File: config.mk
export PLATFORM = sky130hd
export DESIGN_NAME = ultrasonic_echo_ranger_unit_flat
export DESIGN_NICKNAME = d
export VERILOG_FILES = /design/src/rtl/core/uer_pkg.sv /design/src/rtl/core/uer_in_if.sv /design/src/rtl/core/uer_out_if.sv /design/src/rtl/core/uer_front.sv /design/src/rtl/core/uer_queue.sv /design/src/rtl/core/uer_back.sv /design/src/rtl/core/ultrasonic_echo_ranger_unit.sv /design/src/flat_wrapper.sv
export SDC_FILE = /design/constraint.sdc
export NUM_CORES = 1
export LEC_CHECK = 0
export ABC_AREA = 1
export BUFFER_PORTS_ARGS = -buffer_cell sky130_fd_sc_hd__clkbuf_2
export CAP_MARGIN = 20
export CELL_PAD_IN_SITES_DETAIL_PLACEMENT = 1
export CELL_PAD_IN_SITES_GLOBAL_PLACEMENT = 1
export CORE_UTILIZATION = 30
export CTS_CLUSTER_SIZE = 8
export DETAILED_ROUTE_END_ITERATION = 7
export PLACE_DENSITY_LB_ADDON = 0.15
export SLEW_MARGIN = 10
export SYNTH_ARGS = -nofsm -noshare
export SYNTH_HDL_FRONTEND = slang
export SYNTH_HIERARCHICAL = 1
export SYNTH_SLANG_ARGS = --single-unit
File: constraint.sdc
create_clock -name clk -period 7.3 [get_ports clk]
set_clock_uncertainty 0.1 [all_clocks]
set_input_delay 0.73 -clock clk [delete_from_list [all_inputs] [get_ports clk]]
set_output_delay 0.73 -clock clk [all_outputs]
set_load 0.01 [all_outputs]
File: src/rtl/core/uer_pkg.sv
package uer_pkg;

	// Configuration register indexes
	localparam logic [1:0] REG_TIMEOUT_TICKS = 2'd0;
	localparam logic [1:0] REG_MIN_DISTANCE  = 2'd1;
	localparam logic [1:0] REG_MAX_DISTANCE  = 2'd2;
	localparam logic [1:0] REG_TRIGGER_TICKS = 2'd3;

	localparam int CFG_IDX_W  = 2;
	localparam int CFG_DATA_W = 16;

	// Field widths
	localparam int TIMEOUT_W = 16;
	localparam int TRIG_W    = 8;
	localparam int DIST_W    = 10;
	localparam int WIDTH_W   = 16;

	// Reset values of the registers
	localparam logic [TIMEOUT_W-1:0] TIMEOUT_RST = 16'd30000;
	localparam logic [DIST_W-1:0]    MIN_RST     = 10'd2;
	localparam logic [DIST_W-1:0]    MAX_RST     = 10'd400;
	localparam logic [TRIG_W-1:0]    TRIG_RST    = 8'd10;

	// Ticks of trigger low before the high pulse
	localparam int PRE_LOW_TICKS = 2;

	// Divide by 58 as (w * 72316) >> 22, exact for any 16-bit w
	localparam int RECIP_W     = 17;
	localparam logic [RECIP_W-1:0] RECIP_58 = 17'd72316;
	localparam int RECIP_SHIFT = 22;
	localparam int PROD_W      = WIDTH_W + RECIP_W;
	localparam int QUOT_W      = 11;

	// Queue between front and back
	localparam int QUEUE_DEPTH = 4;
	localparam int QPTR_W      = 2;
	localparam int QCNT_W      = 3;

	typedef enum logic [2:0] {
		PH_IDLE   = 3'd0,
		PH_PRELOW = 3'd1,
		PH_TRIG   = 3'd2,
		PH_RISE   = 3'd3,
		PH_PULSE  = 3'd4
	} phase_t;

	// One classified tick handed from front to back
	typedef struct packed {
		logic               trig;
		logic               done;
		logic [WIDTH_W-1:0] width;
	} tick_rec_t;

endpackage

File: src/rtl/core/uer_in_if.sv
interface uer_in_if;
	logic valid;
	logic ready;
	logic echo_level;
	logic start_request;

	modport source(output valid, output echo_level, output start_request, input ready);
	modport sink(input valid, input echo_level, input start_request, output ready);
endinterface

File: src/rtl/core/uer_out_if.sv
interface uer_out_if;
	logic                          valid;
	logic                          ready;
	logic                          trigger_level;
	logic                          done_res;
	logic [uer_pkg::DIST_W-1:0]    range_cm;
	logic                          in_range_led;

	modport source(output valid, output trigger_level, output done_res, output range_cm,
		output in_range_led, input ready);
	modport sink(input valid, input trigger_level, input done_res, input range_cm,
		input in_range_led, output ready);
endinterface

File: src/rtl/core/uer_front.sv
module uer_front #(
	parameter int COUNT_WIDTH = 16
) (
	input  logic                              clk,
	input  logic                              arst_n,
	uer_in_if.sink                            sample,
	input  logic [uer_pkg::TIMEOUT_W-1:0]     timeout_ticks,
	input  logic [uer_pkg::TRIG_W-1:0]        trigger_ticks,
	input  logic                              full,
	output logic                              push,
	output uer_pkg::tick_rec_t                rec
);

	localparam int CMP_W = (COUNT_WIDTH > uer_pkg::TIMEOUT_W) ? COUNT_WIDTH : uer_pkg::TIMEOUT_W;
	localparam logic [COUNT_WIDTH-1:0] COUNT_MAX = {COUNT_WIDTH{1'b1}};
	localparam logic [COUNT_WIDTH-1:0] ONE = COUNT_WIDTH'(1);

	uer_pkg::phase_t          phase_q, phase_d;
	logic [COUNT_WIDTH-1:0]   tick_q, tick_d;
	logic [COUNT_WIDTH-1:0]   pulse_q, pulse_d;
	logic [COUNT_WIDTH-1:0]   tick_inc, pulse_inc, tlen;
	logic [CMP_W-1:0]         timeout_x;
	logic                     accept;

	assign sample.ready = !full;
	assign accept       = sample.valid && !full;
	assign push         = accept;

	assign tick_inc  = tick_q + ONE;
	assign pulse_inc = pulse_q + ONE;
	assign timeout_x = CMP_W'(timeout_ticks);
	// a trigger length of zero runs as one tick
	assign tlen = (trigger_ticks == '0) ? ONE : COUNT_WIDTH'(trigger_ticks);

	// State register
	always_ff @(posedge clk or negedge arst_n) begin
		if (!arst_n) begin
			phase_q <= uer_pkg::PH_IDLE;
			tick_q  <= '0;
			pulse_q <= '0;
		end else begin
			phase_q <= phase_d;
			tick_q  <= tick_d;
			pulse_q <= pulse_d;
		end
	end

	// Sequencer: one step per accepted tick
	always_comb begin
		phase_d   = phase_q;
		tick_d    = tick_q;
		pulse_d   = pulse_q;
		rec.trig  = 1'b0;
		rec.done  = 1'b0;
		rec.width = '0;
		if (accept) begin
			case (phase_q)
				uer_pkg::PH_IDLE: begin
					if (sample.start_request) begin
						phase_d = uer_pkg::PH_PRELOW;
						tick_d  = '0;
						pulse_d = '0;
					end
				end
				uer_pkg::PH_PRELOW: begin
					tick_d = tick_inc;
					if (tick_inc >= COUNT_WIDTH'(uer_pkg::PRE_LOW_TICKS)) begin
						phase_d = uer_pkg::PH_TRIG;
						tick_d  = '0;
					end
				end
				uer_pkg::PH_TRIG: begin
					rec.trig = 1'b1;
					tick_d   = tick_inc;
					if (tick_inc >= tlen) begin
						phase_d = uer_pkg::PH_RISE;
						tick_d  = '0;
					end
				end
				uer_pkg::PH_RISE: begin
					if (sample.echo_level) begin
						phase_d = uer_pkg::PH_PULSE;
						pulse_d = ONE;
						// zero timeout fails every pulse
						if (timeout_ticks == '0) begin
							rec.done = 1'b1;
							phase_d  = uer_pkg::PH_IDLE;
							tick_d   = '0;
							pulse_d  = '0;
						end
					end else begin
						tick_d = tick_inc;
						if (CMP_W'(tick_inc) >= timeout_x || tick_inc == COUNT_MAX) begin
							rec.done = 1'b1;
							phase_d  = uer_pkg::PH_IDLE;
							tick_d   = '0;
							pulse_d  = '0;
						end
					end
				end
				uer_pkg::PH_PULSE: begin
					if (sample.echo_level) begin
						pulse_d = pulse_inc;
						if (CMP_W'(pulse_inc) > timeout_x || pulse_inc == COUNT_MAX) begin
							rec.done = 1'b1;
							phase_d  = uer_pkg::PH_IDLE;
							tick_d   = '0;
							pulse_d  = '0;
						end
					end else begin
						// width never exceeds timeout_ticks, so it fits the field
						rec.done  = 1'b1;
						rec.width = uer_pkg::WIDTH_W'(pulse_q);
						phase_d   = uer_pkg::PH_IDLE;
						tick_d    = '0;
						pulse_d   = '0;
					end
				end
				default: begin
					phase_d = uer_pkg::PH_IDLE;
					tick_d  = '0;
					pulse_d = '0;
				end
			endcase
		end
	end

endmodule

File: src/rtl/core/uer_queue.sv
module uer_queue (
	input  logic                              clk,
	input  logic                              arst_n,
	input  logic                              push,
	input  uer_pkg::tick_rec_t                push_rec,
	output logic                              full,
	input  logic                              pop,
	output uer_pkg::tick_rec_t                pop_rec,
	output logic                              empty
);

	uer_pkg::tick_rec_t              mem_q [uer_pkg::QUEUE_DEPTH];
	logic [uer_pkg::QPTR_W-1:0]      wr_q, rd_q;
	logic [uer_pkg::QCNT_W-1:0]      cnt_q;
	logic                            do_push, do_pop;

	assign full    = (cnt_q == uer_pkg::QCNT_W'(uer_pkg::QUEUE_DEPTH));
	assign empty   = (cnt_q == '0);
	assign do_push = push && !full;
	assign do_pop  = pop && !empty;
	assign pop_rec = mem_q[rd_q];

	// Pointers and fill count
	always_ff @(posedge clk or negedge arst_n) begin
		if (!arst_n) begin
			wr_q  <= '0;
			rd_q  <= '0;
			cnt_q <= '0;
		end else begin
			if (do_push) wr_q <= wr_q + 1'b1;
			if (do_pop)  rd_q <= rd_q + 1'b1;
			case ({do_push, do_pop})
				2'b10:   cnt_q <= cnt_q + 1'b1;
				2'b01:   cnt_q <= cnt_q - 1'b1;
				default: cnt_q <= cnt_q;
			endcase
		end
	end

	// Entry storage
	always_ff @(posedge clk) begin
		if (do_push) mem_q[wr_q] <= push_rec;
	end

endmodule

File: src/rtl/core/uer_back.sv
module uer_back (
	input  logic                              clk,
	input  logic                              arst_n,
	input  logic                              empty,
	input  uer_pkg::tick_rec_t                pop_rec,
	output logic                              pop,
	input  logic [uer_pkg::DIST_W-1:0]        min_distance,
	input  logic [uer_pkg::DIST_W-1:0]        max_distance,
	uer_out_if.source                         result
);

	logic                              valid_s1;
	logic                              trig_s1, done_s1;
	logic [uer_pkg::PROD_W-1:0]        prod_s1;
	logic                              valid_q, trig_q, done_q;
	logic [uer_pkg::DIST_W-1:0]        dist_q;
	logic [uer_pkg::QUOT_W-1:0]        quot;
	logic                              in_window;
	logic                              out_adv, s1_adv;

	// Output slot frees if idle or taken; stage 1 moves if idle or slot frees
	assign out_adv = !valid_q || result.ready;
	assign s1_adv  = !valid_s1 || out_adv;
	assign pop     = s1_adv && !empty;

	// Stage 1: reciprocal multiply for the divide by 58
	always_ff @(posedge clk or negedge arst_n) begin
		if (!arst_n) begin
			valid_s1 <= 1'b0;
		end else if (s1_adv) begin
			valid_s1 <= !empty;
		end
	end

	always_ff @(posedge clk) begin
		if (pop) begin
			trig_s1 <= pop_rec.trig;
			done_s1 <= pop_rec.done;
			prod_s1 <= uer_pkg::PROD_W'(pop_rec.width) * uer_pkg::PROD_W'(uer_pkg::RECIP_58);
		end
	end

	// Window check on the quotient
	assign quot      = prod_s1[uer_pkg::RECIP_SHIFT +: uer_pkg::QUOT_W];
	assign in_window = (quot >= uer_pkg::QUOT_W'(min_distance))
		&& (quot <= uer_pkg::QUOT_W'(max_distance));

	// Output register; dist_q also holds the last stored distance
	always_ff @(posedge clk or negedge arst_n) begin
		if (!arst_n) begin
			valid_q <= 1'b0;
			dist_q  <= '0;
		end else if (out_adv) begin
			valid_q <= valid_s1;
			if (valid_s1 && done_s1) begin
				dist_q <= in_window ? quot[uer_pkg::DIST_W-1:0] : '0;
			end
		end
	end

	always_ff @(posedge clk) begin
		if (out_adv && valid_s1) begin
			trig_q <= trig_s1;
			done_q <= done_s1;
		end
	end

	assign result.valid         = valid_q;
	assign result.trigger_level = trig_q;
	assign result.done_res      = done_q;
	assign result.range_cm      = dist_q;
	assign result.in_range_led  = (dist_q != '0);

endmodule

File: src/rtl/core/ultrasonic_echo_ranger_unit.sv
// Ultrasonic echo ranger.
// Channel "sample" takes one request per microsecond tick: the echo pin
// level and a start request. Channel "result" returns one request per
// sample: trigger pin level, a done pulse, the held distance in cm and an
// in-range LED. A start while idle drives the trigger low for 2 ticks, high
// for trigger_ticks ticks, then times the echo pulse; width / 58 outside
// [min_distance, max_distance], a missing rise or an overlong pulse gives 0.
// Path: queue write on the accepting edge, multiply stage, output register.
// Throughput: one sample per cycle while the queue has room; the front
// sequencer steps once per tick and the back end multiplies once per
// request, both fully pipelined.
// A stalled result channel fills the 4-entry queue, after which sample.ready
// drops; nothing is lost or repeated.
// Reset: sequencer idle, counters and held distance zero, registers at
// 30000 / 2 / 400 / 10. Write them through cfg_we/cfg_index/cfg_wdata,
// only while no measurement is in flight; the block does not check this.
module ultrasonic_echo_ranger_unit #(
	parameter int COUNT_WIDTH = 16
) (
	input  logic                                 clk,
	input  logic                                 arst_n,
	uer_in_if.sink                               sample,
	uer_out_if.source                            result,
	input  logic                                 cfg_we,
	input  logic [uer_pkg::CFG_IDX_W-1:0]        cfg_index,
	input  logic [uer_pkg::CFG_DATA_W-1:0]       cfg_wdata
);

	logic [uer_pkg::TIMEOUT_W-1:0]   timeout_q;
	logic [uer_pkg::DIST_W-1:0]      min_q, max_q;
	logic [uer_pkg::TRIG_W-1:0]      trig_len_q;
	logic                            q_push, q_full, q_pop, q_empty;
	uer_pkg::tick_rec_t              push_rec, pop_rec;

	// Configuration registers
	always_ff @(posedge clk or negedge arst_n) begin
		if (!arst_n) begin
			timeout_q  <= uer_pkg::TIMEOUT_RST;
			min_q      <= uer_pkg::MIN_RST;
			max_q      <= uer_pkg::MAX_RST;
			trig_len_q <= uer_pkg::TRIG_RST;
		end else if (cfg_we) begin
			case (cfg_index)
				uer_pkg::REG_TIMEOUT_TICKS: timeout_q  <= cfg_wdata[uer_pkg::TIMEOUT_W-1:0];
				uer_pkg::REG_MIN_DISTANCE:  min_q      <= cfg_wdata[uer_pkg::DIST_W-1:0];
				uer_pkg::REG_MAX_DISTANCE:  max_q      <= cfg_wdata[uer_pkg::DIST_W-1:0];
				uer_pkg::REG_TRIGGER_TICKS: trig_len_q <= cfg_wdata[uer_pkg::TRIG_W-1:0];
				default: ;
			endcase
		end
	end

	uer_front #(
		.COUNT_WIDTH(COUNT_WIDTH)
	) u_front (
		.clk          (clk),
		.arst_n       (arst_n),
		.sample       (sample),
		.timeout_ticks(timeout_q),
		.trigger_ticks(trig_len_q),
		.full         (q_full),
		.push         (q_push),
		.rec          (push_rec)
	);

	uer_queue u_queue (
		.clk     (clk),
		.arst_n  (arst_n),
		.push    (q_push),
		.push_rec(push_rec),
		.full    (q_full),
		.pop     (q_pop),
		.pop_rec (pop_rec),
		.empty   (q_empty)
	);

	uer_back u_back (
		.clk         (clk),
		.arst_n      (arst_n),
		.empty       (q_empty),
		.pop_rec     (pop_rec),
		.pop         (q_pop),
		.min_distance(min_q),
		.max_distance(max_q),
		.result      (result)
	);

	// A measurement cannot finish during a trigger-high tick
	a_trig_not_done: assert property (@(posedge clk) disable iff (!arst_n)
		result.valid && result.trigger_level |-> !result.done_res)
		else $error("done reported during trigger pulse");

	// LED follows the held distance
	a_led_matches: assert property (@(posedge clk) disable iff (!arst_n)
		result.valid |-> (result.in_range_led == (result.range_cm != '0)))
		else $error("in-range LED disagrees with distance");

	// Held distance only changes on a delivered done
	a_dist_held: assert property (@(posedge clk) disable iff (!arst_n)
		result.valid && result.ready ##1 !(result.valid && result.done_res)
		|-> $stable(result.range_cm))
		else $error("distance changed without a done");

	// A queue entry is waiting whenever input is stalled
	a_stall_full: assert property (@(posedge clk) disable iff (!arst_n)
		!sample.ready |-> !q_empty)
		else $error("input stalled with empty queue");

endmodule
File: src/flat_wrapper.sv
// flat-port wrapper written by rule: the top's interface ports become plain ports
module ultrasonic_echo_ranger_unit_flat 
#(
	parameter int COUNT_WIDTH = 16
)
  (clk, arst_n, cfg_we, cfg_index, cfg_wdata, sample_valid, sample_echo_level, sample_start_request, sample_ready, result_valid, result_trigger_level, result_done_res, result_range_cm, result_in_range_led, result_ready);
  uer_in_if sample_i ();
  uer_out_if result_i ();
  input  logic clk;
  input  logic arst_n;
  input  logic cfg_we;
  input  logic [uer_pkg::CFG_IDX_W-1:0] cfg_index;
  input  logic [uer_pkg::CFG_DATA_W-1:0] cfg_wdata;
  input wire logic [$bits(sample_i.valid)-1:0] sample_valid;
  input wire logic [$bits(sample_i.echo_level)-1:0] sample_echo_level;
  input wire logic [$bits(sample_i.start_request)-1:0] sample_start_request;
  output wire logic [$bits(sample_i.ready)-1:0] sample_ready;
  output wire logic [$bits(result_i.valid)-1:0] result_valid;
  output wire logic [$bits(result_i.trigger_level)-1:0] result_trigger_level;
  output wire logic [$bits(result_i.done_res)-1:0] result_done_res;
  output wire logic [$bits(result_i.range_cm)-1:0] result_range_cm;
  output wire logic [$bits(result_i.in_range_led)-1:0] result_in_range_led;
  input wire logic [$bits(result_i.ready)-1:0] result_ready;
  assign sample_i.valid = sample_valid;
  assign sample_i.echo_level = sample_echo_level;
  assign sample_i.start_request = sample_start_request;
  assign sample_ready = sample_i.ready;
  assign result_valid = result_i.valid;
  assign result_trigger_level = result_i.trigger_level;
  assign result_done_res = result_i.done_res;
  assign result_range_cm = result_i.range_cm;
  assign result_in_range_led = result_i.in_range_led;
  assign result_i.ready = result_ready;
  ultrasonic_echo_ranger_unit #(.COUNT_WIDTH(COUNT_WIDTH)) u_core (.clk(clk), .arst_n(arst_n), .sample(sample_i), .result(result_i), .cfg_we(cfg_we), .cfg_index(cfg_index), .cfg_wdata(cfg_wdata));
endmodule
==> results of run 1 <==
==> cell families after synthesis <==
logic type,count (synthesis),synth area share (%)
AND/OR/NAND/NOR,896,24.3
buffers and inverters,435,11.4
adder cells (fa/ha/maj),274,25.6
flip-flops,185,32.1
AO/OA/AOI/OAI,157,6.02
XOR/XNOR,9,0.498
==> flip-flops by register name, indices dropped and copies added (netlist names) <==
name,count
u_core/u_back/result.trigger_level,1
u_core/u_queue/cnt_q,3
u_core/u_back/result.valid,1
u_core/u_back/result.done_res,1
u_core/u_front/tick_q,16
u_core/u_front/pulse_q,16
u_core/u_back/trig_s1,1
u_core/max_q,10
u_core/u_back/valid_s1,1
u_core/u_back/prod_s1,11
u_core/u_front/phase_q,3
u_core/u_queue/mem_q,72
u_core/u_back/result.range_cm,10
u_core/u_queue/rd_q,2
u_core/u_queue/wr_q,2
u_core/min_q,10
u_core/u_back/done_s1,1
u_core/timeout_q,16
u_core/trig_len_q,8
==> synth_stat cells (29+ instances only) <==
| library cell | instances | area share [%] |
|---|---|---|
| sky130_fd_sc_hd__nand4_1 | 47 | 1.9 |
| sky130_fd_sc_hd__fa_1 | 84 | 11 |
| sky130_fd_sc_hd__inv_1 | 390 | 9.2 |
| sky130_fd_sc_hd__o21ai_0 | 29 | 0.92 |
| sky130_fd_sc_hd__nand3_1 | 115 | 3.6 |
| sky130_fd_sc_hd__a21oi_1 | 54 | 1.7 |
| sky130_fd_sc_hd__o211ai_1 | 34 | 1.6 |
| sky130_fd_sc_hd__nor2_1 | 129 | 3.1 |
| sky130_fd_sc_hd__edfxtp_1 | 87 | 17 |
| sky130_fd_sc_hd__ha_1 | 190 | 15 |
| sky130_fd_sc_hd__dfrtp_1 | 85 | 13 |
| sky130_fd_sc_hd__nand2_1 | 539 | 13 |
==> routing by layer <==
layer  track usage (%)  vias to the layer above  wire [um]
met4              3.87                        0        544
met3              2.58                       32        876
met1              22.1                     6083      20900
met5                 0                        -          0
met2              28.7                       78      20700
li1                  -                     6301          -
==> placed cells by master, fill, tap and decap left out, types with 26 or more instances in the layout <==
cell type / netlist / routed
sky130_fd_sc_hd__nand3_1: 115 / 115
sky130_fd_sc_hd__clkbuf_2: 0 / 38
sky130_fd_sc_hd__dfrtp_1: 85 / 85
sky130_fd_sc_hd__nor3_1: 26 / 26
sky130_fd_sc_hd__inv_1: 390 / 390
sky130_fd_sc_hd__a21oi_1: 54 / 54
sky130_fd_sc_hd__ha_1: 190 / 190
sky130_fd_sc_hd__nand2_1: 539 / 539
sky130_fd_sc_hd__nor2_1: 129 / 129
sky130_fd_sc_hd__o21ai_0: 29 / 29
sky130_fd_sc_hd__edfxtp_1: 87 / 87
sky130_fd_sc_hd__fa_1: 84 / 84
sky130_fd_sc_hd__nand4_1: 47 / 47
sky130_fd_sc_hd__o211ai_1: 34 / 34
==> final cells by class <==
cell class | count | area, um^2 | share of cell area [%]
Clock buffer | 18 | 429 | 2.49
Clock inverter | 14 | 151 | 0.879
Inverter | 398 | 1500 | 8.69
Multi-Input combinational cell | 1336 | 8940 | 51.9
Sequential cell | 185 | 5080 | 29.5
Tap cell | 680 | 851 | 4.94
Timing Repair Buffer | 49 | 273 | 1.58
==> worst max-delay path by stage <==
stage,to,depth (start not counted),slack [ns],startpoint
detailed placement,u_core/u_back/prod_s1[25],23,0.80,u_core/u_queue/rd_q[0]
global placement,u_core/u_back/prod_s1[25],23,0.91,u_core/u_queue/rd_q[0]
finish,u_core/u_back/prod_s1[25],24,0.85,u_core/u_queue/rd_q[0]
CTS,u_core/u_back/prod_s1[25],23,0.79,u_core/u_queue/rd_q[0]
floorplan,u_core/u_back/prod_s1[29],26,1.74,u_core/u_queue/rd_q[0]
global route,u_core/u_back/prod_s1[28],25,0.31,u_core/u_queue/rd_q[0]
==> per-stage QoR <==
stage	util (%)	hold slack, ns	setup slack [ns]	instance area [um^2]	cells
finish	33.3	0.103	0.854	17200	2680
global route	33.3	0.117	0.310	17200	2680
global placement	32.2	0.357	0.914	16600	2648
floorplan	-	0.300	1.74	15800	1956
CTS	33.3	0.0937	0.785	17200	2680
detailed placement	32.2	0.356	0.795	16600	2648
==> summary.txt, run 1 <==
Clock network
  – Total CTS buffers: 17
  – Clock sink count: 185
  – Clock Root Buffer: sky130_fd_sc_hd__clkbuf_16
  – Maximum level of the CTS H-tree: 4
  – Hold-fix buffers, CTS: 0
  – Clock tree from TritonCTS: built
  – Worst-Skew Late Latency: 0.48 ns
  – CTS-repair resized insts: 0
  – Max Buffers Root-to-Sink: 2
  – Reg clk slew, reported paths: 0.08 ns
  – Post-CTS Setup Inserts: 0

Worst setup path
  – Worst endpoint data arrival time: 6.57 ns
  – Bufs and invs on worst path: 6
  – Reg2Reg Setup Slack: 0.85 ns
  – Crit-path leading delay family: adder cells
  – Endpoint required time on the critical path: 7.43 ns
  – Library cell appearing most often on the critical path: sky130_fd_sc_hd__nand2_1
  – Sort of element at the start of the critical path: flip-flop
  – Capturing point of the worst reg2reg path: u_core/u_back/prod_s1[25]
  – Startpoint of the most critical register-to-register path: u_core/u_queue/rd_q[0]
  – Number of cell instances on the worst register-to-register path: 24
  – Crit path cell chain: inv_2 -> buf_4 -> nand2_1 -> o211ai_1 -> nand2_1 -> ha_1 -> ha_1 -> inv_1 -> fa_1 -> inv_1 -> fa_1 -> fa_1 -> inv_1 -> fa_1 -> inv_1 -> ha_1 -> nand2_1 -> nand2_1 -> a21oi_1 -> nor2_1 -> nor3_1 -> nand2_1 -> nand2_1 -> nand2_1
  – Endpoint class of the critical path: flip-flop
  – Worst stage delay on the critical path: 0.63 ns
  – CP max-delay cell: sky130_fd_sc_hd__inv_2
  – Kind of critical path: reg2reg
  – Crit Path Max Fanout: 56

Finish
  – Ant. Diodes: 0
  – Final Net Count: 2286
  – Fraction of final layout cells with drive strength greater than 1: 6.40%
  – Post-synthesis to final-layout area growth: 8.81%
  – Layout filler cell count: 6284

Die
  – Initial core utilization: 30.6%
  – Die X: 232 um
  – Top-level port count: 40
  – Core area: 51700 um^2
  – Total Die Area: 53700 um^2
  – Cell Rows: 83
  – Vertical die dimension: 232 um

Yosys
  – Proportion of register bits with asynchronous set or reset after synthesis: 53.0%
  – Portion of the post-synthesis area used by sequential elements: 32.1%
  – Yosys reg bits: 185
  – Synth cell types: 45
  – Summed instance area of the synthesized netlist: 15800 um^2
  – Post-Syn Instances: 1956
  – Synth Flop Type: sky130_fd_sc_hd__edfxtp_1
  – Number of synthesis warnings: 6
  – Post-synth EDFFs: 87
  – Mapped Avg Cell Area: 8.09 um^2
  – Post-synthesis net count: 2255

Global route
  – Global-route wire length before repair: 70400 um
  – Maximum number of pins on one net before global-route repair: 67
  – Sum of overflow across all layers after global routing: 0
  – Total global routing track utilization: 16.8%
  – Number of antenna violations at the first check in global routing: 0
  – Via count of the first global-routing pass: 13200

Timing
  – Final max-slew violation count: 0
  – Max-slew headroom: 30.2%
  – Tightest Pin Transition: 1.04 ns
  – Final worst path period need: 6.45 ns
  – Final hold violations: 0
  – Summed negative setup slack over all endpoints: 0 ns
  – Setup violations, final: 0
  – Setup repair after global routing missed its margin: false
  – Share of the clock period used by the worst path: 88.3%
  – Highest achievable clock rate: 155 MHz

Placed design
  – Estimated wirelength of the detail-placed design: 35200 um
  – Gp weighted congestion: 0.831
  – PortBufs: 39

Routing
  – Antenna Violating Nets Remaining: 0
  – Pre-antenna DRT Iters: 4
  – Vias after detailed routing: 12500
  – Wire per inst: 16.1 um
  – Violation count after the first detailed-route iteration: 472
  – Count of unresolved DRC violations after routing: 0
  – Sum of routed wire length over all layers: 43100 um
  – Vias per std cell: 4.66

Job
  – Max Cap Violations: 0

Hold path
  – Class of the most critical hold timing path: in2async

Run status
  – Result of the run: completed
Power of run 1 is left out: the tool's default activity adds up to more than one toggle a clock period on the data nets, which glitch-free logic cannot reach.
==> run 2, diff against run 1 <==
Settings changed: CTS_BUF_LIST set to sky130_fd_sc_hd__clkbuf_8.
==> run 2 against run 1 <==
Net effect: critical path depth stayed put; first-iteration DRC count fell by 4.7%; wire length about the same; non-clock buffer count rose by 1; largest cell class unchanged.
==> summary.txt, run 2 (synthesized netlist as in run 1, its figures left out) <==
Run status
  – Result of the run: completed

Clock network
  – Total CTS buffers: 17
  – Reg clk slew, reported paths: 0.11 ns
  – Hold-fix buffers, CTS: 1
  – Max Buffers Root-to-Sink: 2
  – CTS-repair resized insts: 0
  – Clock tree from TritonCTS: built
  – Clock Root Buffer: sky130_fd_sc_hd__clkbuf_8
  – Clock sink count: 185
  – Maximum level of the CTS H-tree: 4
  – Post-CTS Setup Inserts: 0
  – Worst-Skew Late Latency: 0.55 ns

Finish
  – Final Net Count: 2287
  – Largest register by flop count: u_core/u_queue/mem_q
  – Ant. Diodes: 0
  – Fraction of final layout cells with drive strength greater than 1: 6.40%
  – Most used cells in the layout excluding fill and tap cells: sky130_fd_sc_hd__nand2_1, sky130_fd_sc_hd__inv_1, sky130_fd_sc_hd__ha_1
  – Max FFs per register: 72
  – Post-synthesis to final-layout area growth: 7.67%
  – Layout filler cell count: 6313
  – Most common cell after layout, fill and taps aside: sky130_fd_sc_hd__nand2_1
  – Final Instance Area: 17000 um^2

Routing
  – Wire per inst: 16.1 um
  – Antenna Violating Nets Remaining: 0
  – Vias per std cell: 4.65
  – Violation count after the first detailed-route iteration: 450
  – Count of unresolved DRC violations after routing: 0
  – Sum of routed wire length over all layers: 43100 um
  – Vias after detailed routing: 12500
  – Pre-antenna DRT Iters: 4

Timing
  – Final worst path period need: 6.47 ns
  – Share of the clock period used by the worst path: 88.7%
  – Highest achievable clock rate: 154 MHz
  – Final hold violations: 0
  – Max-slew headroom: 31.6%
  – Setup violations, final: 0
  – Setup repair after global routing missed its margin: false
  – Tightest Pin Transition: 1.02 ns
  – Summed negative setup slack over all endpoints: 0 ns
  – Final max-slew violation count: 0

Hold path
  – Hold Crit Depth: 3
  – Startpoint of the most critical hold path: cfg_wdata[14]
  – Sink of the worst hold path: u_core/timeout_q[14]
  – Class of the most critical hold timing path: in2reg

Worst setup path
  – Worst stage delay on the critical path: 0.63 ns
  – Bufs and invs on worst path: 6
  – Endpoint required time on the critical path: 7.51 ns
  – CP max-delay cell: sky130_fd_sc_hd__inv_2
  – Kind of critical path: reg2reg
  – Sort of element at the start of the critical path: flip-flop
  – Number of cell instances on the worst register-to-register path: 24
  – Endpoint class of the critical path: flip-flop
  – Startpoint of the most critical register-to-register path: u_core/u_queue/rd_q[0]
  – Library cell appearing most often on the critical path: sky130_fd_sc_hd__nand2_1
  – Crit path cell chain: inv_2 -> buf_4 -> nand2_1 -> o211ai_1 -> nand2_1 -> ha_1 -> ha_1 -> inv_1 -> fa_1 -> inv_1 -> fa_1 -> fa_1 -> inv_1 -> fa_1 -> inv_1 -> ha_1 -> nand2_1 -> nand2_1 -> a21oi_1 -> nor2_1 -> nor3_1 -> nand2_1 -> nand2_1 -> nand2_1
  – Crit Path Max Fanout: 56
  – Worst endpoint data arrival time: 6.68 ns
  – Reg2Reg Setup Slack: 0.83 ns
  – Crit-path leading delay family: adder cells
  – Total stage count of the critical path: 24
  – Capturing point of the worst reg2reg path: u_core/u_back/prod_s1[25]

Placed design
  – Gp weighted congestion: 0.831
  – PortBufs: 39
  – Estimated wirelength of the detail-placed design: 35200 um
  – Placed standard-cell area: 16600 um^2

Die
  – Cell Rows: 83
  – Vertical die dimension: 232 um
  – Total Die Area: 53700 um^2
  – Core area: 51700 um^2
  – Die X: 232 um
  – Top-level port count: 40
  – Initial core utilization: 30.6%

Global route
  – Sum of overflow across all layers after global routing: 0
  – Total global routing track utilization: 16.8%
  – Number of antenna violations at the first check in global routing: 0
  – Via count of the first global-routing pass: 13100
  – Global-route wire length before repair: 70300 um
  – Maximum number of pins on one net before global-route repair: 67

Job
  – Max Cap Violations: 0
[run 2: cell count changes in the layout (fill, tap and decap cells not counted)]
cell and delta:
sky130_fd_sc_hd__inv_1 +1, sky130_fd_sc_hd__clkbuf_1 -1, sky130_fd_sc_hd__dlygate4sd3_1 +1, sky130_fd_sc_hd__clkbuf_8 +17
sky130_fd_sc_hd__clkbuf_16 -17
[run 2: area by class of cell]
cell class | instances | area, um^2 | share of cell area (%)
Multi-Input combinational cell | 1336 | 8940 | 52.5
Sequential cell | 185 | 5080 | 29.8
Inverter | 398 | 1500 | 8.78
Tap cell | 680 | 851 | 4.99
Timing Repair Buffer | 50 | 283 | 1.66
Clock buffer | 17 | 234 | 1.37
Clock inverter | 15 | 155 | 0.910
[run 2: worst max path at each step]
stage,start,to,slack (ns)
3_5_place_dp,u_core/u_queue/rd_q[0],u_core/u_back/prod_s1[25],0.80
4_1_cts,u_core/u_queue/rd_q[0],u_core/u_back/prod_s1[25],0.78
2_1_floorplan,u_core/u_queue/rd_q[0],u_core/u_back/prod_s1[29],1.74
6_report,u_core/u_queue/rd_q[0],u_core/u_back/prod_s1[25],0.83
3_3_place_gp,u_core/u_queue/rd_q[0],u_core/u_back/prod_s1[25],0.91
5_1_grt,u_core/u_queue/rd_q[0],u_core/u_back/prod_s1[28],0.30
[run 2: tightest hold or removal path, delay by kind of cell]
family / cells / cell delay, ns
and+or+nand+nor: 2 / 0.12
buffers and inverters: 1 / 0.08
[run 2: metrics by stage]
| stage | worst slack (ns) | hold slack (ns) | utilization [%] | std cells |
|---|---|---|---|---|
| after floorplan | 1.74 | 0.300 | - | 1956 |
| after global placement | 0.914 | 0.357 | 32.2 | 2648 |
| after detailed placement | 0.795 | 0.356 | 32.2 | 2648 |
| after CTS | 0.778 | 0.224 | 33.0 | 2681 |
| after global routing | 0.298 | 0.243 | 33.0 | 2681 |
| final | 0.827 | 0.290 | 33.0 | 2681 |
[run 2: layer usage]
layer / wire, um / vias up / track usage [%] / part of all wire [%]
met5: 0 / - / 0 / 0
met2: 20800 / 81 / 28.7 / 48
met4: 506 / 0 / 3.99 / 1.2
li1: - / 6290 / - / -
met1: 20900 / 6070 / 22.0 / 48
met3: 876 / 29 / 2.69 / 2.0
Power of run 2 is left out for the same reason.
==> run 3, diff against run 2 <==
Clock period 7.3 ns to 6.98 ns, I/O delays scaled along.
==> run 3 against run 2 <==
Net effect: wire length rose by 2.0%; final area is 0.26% higher; flip-flop and latch count stayed put; non-clock buffer count grew 1; sequential share of layout area is 0.076 points lower; count of clock-buffer cells in the layout grew 1; worst hold slack got worse by 0.033 ns; via count is 0.21% lower; critical endpoint is now u_core/u_back/prod_s1[23].
==> summary.txt, run 3 (synthesized netlist as in run 1, its figures left out) <==
Finish
  – Most used cells in the layout excluding fill and tap cells: sky130_fd_sc_hd__nand2_1, sky130_fd_sc_hd__inv_1, sky130_fd_sc_hd__ha_1
  – Fraction of final layout cells with drive strength greater than 1: 6.44%
  – Sequential Area: 5080 um^2
  – Max FFs per register: 72
  – Post-synthesis to final-layout area growth: 7.94%
  – Most common cell after layout, fill and taps aside: sky130_fd_sc_hd__nand2_1
  – Final Net Count: 2288
  – Final Instance Area: 17100 um^2
  – Layout filler cell count: 6242
  – Largest register by flop count: u_core/u_queue/mem_q
  – Multi-input gate area: 8940 um^2
  – Ant. Diodes: 0

Timing
  – Share of the clock period used by the worst path: 91.6%
  – Final worst path period need: 6.39 ns
  – Tightest hold margin: 0.257 ns
  – Setup violations, final: 0
  – Final max-slew violation count: 0
  – Final hold violations: 0
  – Highest achievable clock rate: 156 MHz
  – Tightest Pin Transition: 1.01 ns
  – Setup repair after global routing missed its margin: false
  – Summed negative setup slack over all endpoints: 0 ns
  – Max-slew headroom: 32.4%
  – Worst Slack Setup Final: 0.588 ns

Placed design
  – Estimated wirelength of the detail-placed design: 35500 um
  – Dpl ws: 0.540 ns
  – PortBufs: 39
  – Placed standard-cell area: 16700 um^2
  – Gp weighted congestion: 0.849

Global route
  – Global-route wire length before repair: 71400 um
  – Maximum number of pins on one net before global-route repair: 68
  – Total global routing track utilization: 17.1%
  – Sum of overflow across all layers after global routing: 0
  – Number of antenna violations at the first check in global routing: 0
  – Via count of the first global-routing pass: 13200

Worst setup path
  – Worst stage delay on the critical path: 0.62 ns
  – Bufs and invs on worst path: 6
  – CP max-delay cell: sky130_fd_sc_hd__fa_1
  – Crit Path Max Fanout: 51
  – Sort of element at the start of the critical path: flip-flop
  – Kind of critical path: reg2reg
  – Worst endpoint data arrival time: 6.60 ns
  – Crit-path leading delay family: adder cells
  – Library cell appearing most often on the critical path: sky130_fd_sc_hd__nand2_1
  – Endpoint class of the critical path: flip-flop
  – Endpoint required time on the critical path: 7.19 ns
  – Crit path cell chain: inv_2 -> nand2_1 -> o211ai_1 -> nand2_1 -> fa_1 -> inv_1 -> fa_1 -> inv_1 -> fa_1 -> fa_1 -> fa_1 -> inv_1 -> fa_1 -> inv_1 -> ha_1 -> nand2_1 -> inv_1 -> a21oi_1 -> nand3_1 -> nand2_1 -> nand2_1 -> nand2_1 -> nand2_1

Clock network
  – CTS-repair resized insts: 0
  – Maximum level of the CTS H-tree: 4
  – Total CTS buffers: 17
  – Clock sink count: 185
  – Clock tree from TritonCTS: built
  – Post-CTS Setup Inserts: 0
  – Clock Root Buffer: sky130_fd_sc_hd__clkbuf_8
  – Worst-Skew Late Latency: 0.55 ns
  – Max Buffers Root-to-Sink: 2
  – Reg clk slew, reported paths: 0.11 ns

Die
  – Die X: 232 um
  – Initial core utilization: 30.6%
  – Top-level port count: 40
  – Cell Rows: 83
  – Core area: 51700 um^2
  – Total Die Area: 53700 um^2
  – Vertical die dimension: 232 um

Run status
  – Result of the run: completed

Hold path
  – Class of the most critical hold timing path: in2reg

Routing
  – Count of unresolved DRC violations after routing: 0
  – Sum of routed wire length over all layers: 43900 um
  – Pre-antenna DRT Iters: 5
  – Wire per inst: 16.4 um
  – Violation count after the first detailed-route iteration: 443
  – Vias per std cell: 4.64
  – Antenna Violating Nets Remaining: 0
  – Vias after detailed routing: 12400

Job
  – Max Cap Violations: 0
[run 3: cell types whose count changed in the layout (fill, tap and decap cells not counted), sizes merged]
cell and delta:
bufinv +2, inv -2, clkinv -1, clkbuf +1, buf +1
[run 3: repair_timing]
item | CTS | global route
endpoints found under the setup margin | 0 | 0
endpoints found under the hold margin | 27 | 0
hold buffers | 1 | 0
[run 3: final timing paths]
check                                       endpoint                   start  depth (start not counted)  slack [ns]
setup / recovery           u_core/u_back/prod_s1[23]  u_core/u_queue/rd_q[0]                         23        0.59
hold / removal                  u_core/timeout_q[13]           cfg_wdata[13]                          3        0.26
setup reg to reg           u_core/u_back/prod_s1[23]  u_core/u_queue/rd_q[0]                         23        0.59
hold reg to reg                      u_core/max_q[7]         u_core/max_q[7]                          2        0.37
max in group asynchronous    u_core/u_queue/cnt_q[0]                  arst_n                          3        4.90
min in group asynchronous     u_core/u_back/valid_s1                  arst_n                          2        0.54
[run 3: area by class of cell]
| type | count | share of cell area, % |
|---|---|---|
| multi-input combinational | 1336 | 52.3 |
| sequential | 185 | 29.7 |
| inverter | 398 | 8.76 |
| tap | 680 | 4.98 |
| timing repair buffer | 51 | 1.70 |
| clock buffer | 18 | 1.45 |
| clock inverter | 14 | 1.04 |
[run 3: per-layer routing]
layer | share of wire (%) | GRT usage, %
met1 | 47 | 21.9
met2 | 49 | 29.7
met3 | 1.9 | 2.52
met4 | 1.9 | 5.18
met5 | 0 | 0
[run 3: stage by stage]
stage | utilization, % | std cells
floorplan | - | 1956
global placement | 32.2 | 2649
detailed placement | 32.2 | 2649
CTS | 33.0 | 2682
global route | 33.0 | 2682
finish | 33.0 | 2682
[run 3: worst reg2reg max path: stages, from the launching register on]
cell and delay, ns:
sky130_fd_sc_hd__dfrtp_1 0.41, sky130_fd_sc_hd__inv_2 0.58, sky130_fd_sc_hd__nand2_1 0.14, sky130_fd_sc_hd__o211ai_1 0.12
sky130_fd_sc_hd__nand2_1 0.31, sky130_fd_sc_hd__fa_1 0.63, sky130_fd_sc_hd__inv_1 0.05, sky130_fd_sc_hd__fa_1 0.47
sky130_fd_sc_hd__inv_1 0.05, sky130_fd_sc_hd__fa_1 0.51, sky130_fd_sc_hd__fa_1 0.44, sky130_fd_sc_hd__fa_1 0.54
sky130_fd_sc_hd__inv_1 0.05, sky130_fd_sc_hd__fa_1 0.53, sky130_fd_sc_hd__inv_1 0.04, sky130_fd_sc_hd__ha_1 0.34
sky130_fd_sc_hd__nand2_1 0.12, sky130_fd_sc_hd__inv_1 0.05, sky130_fd_sc_hd__a21oi_1 0.15, sky130_fd_sc_hd__nand3_1 0.23
sky130_fd_sc_hd__nand2_1 0.14, sky130_fd_sc_hd__nand2_1 0.06, sky130_fd_sc_hd__nand2_1 0.06, sky130_fd_sc_hd__nand2_1 0.05
Power of run 3 is left out for the same reason.
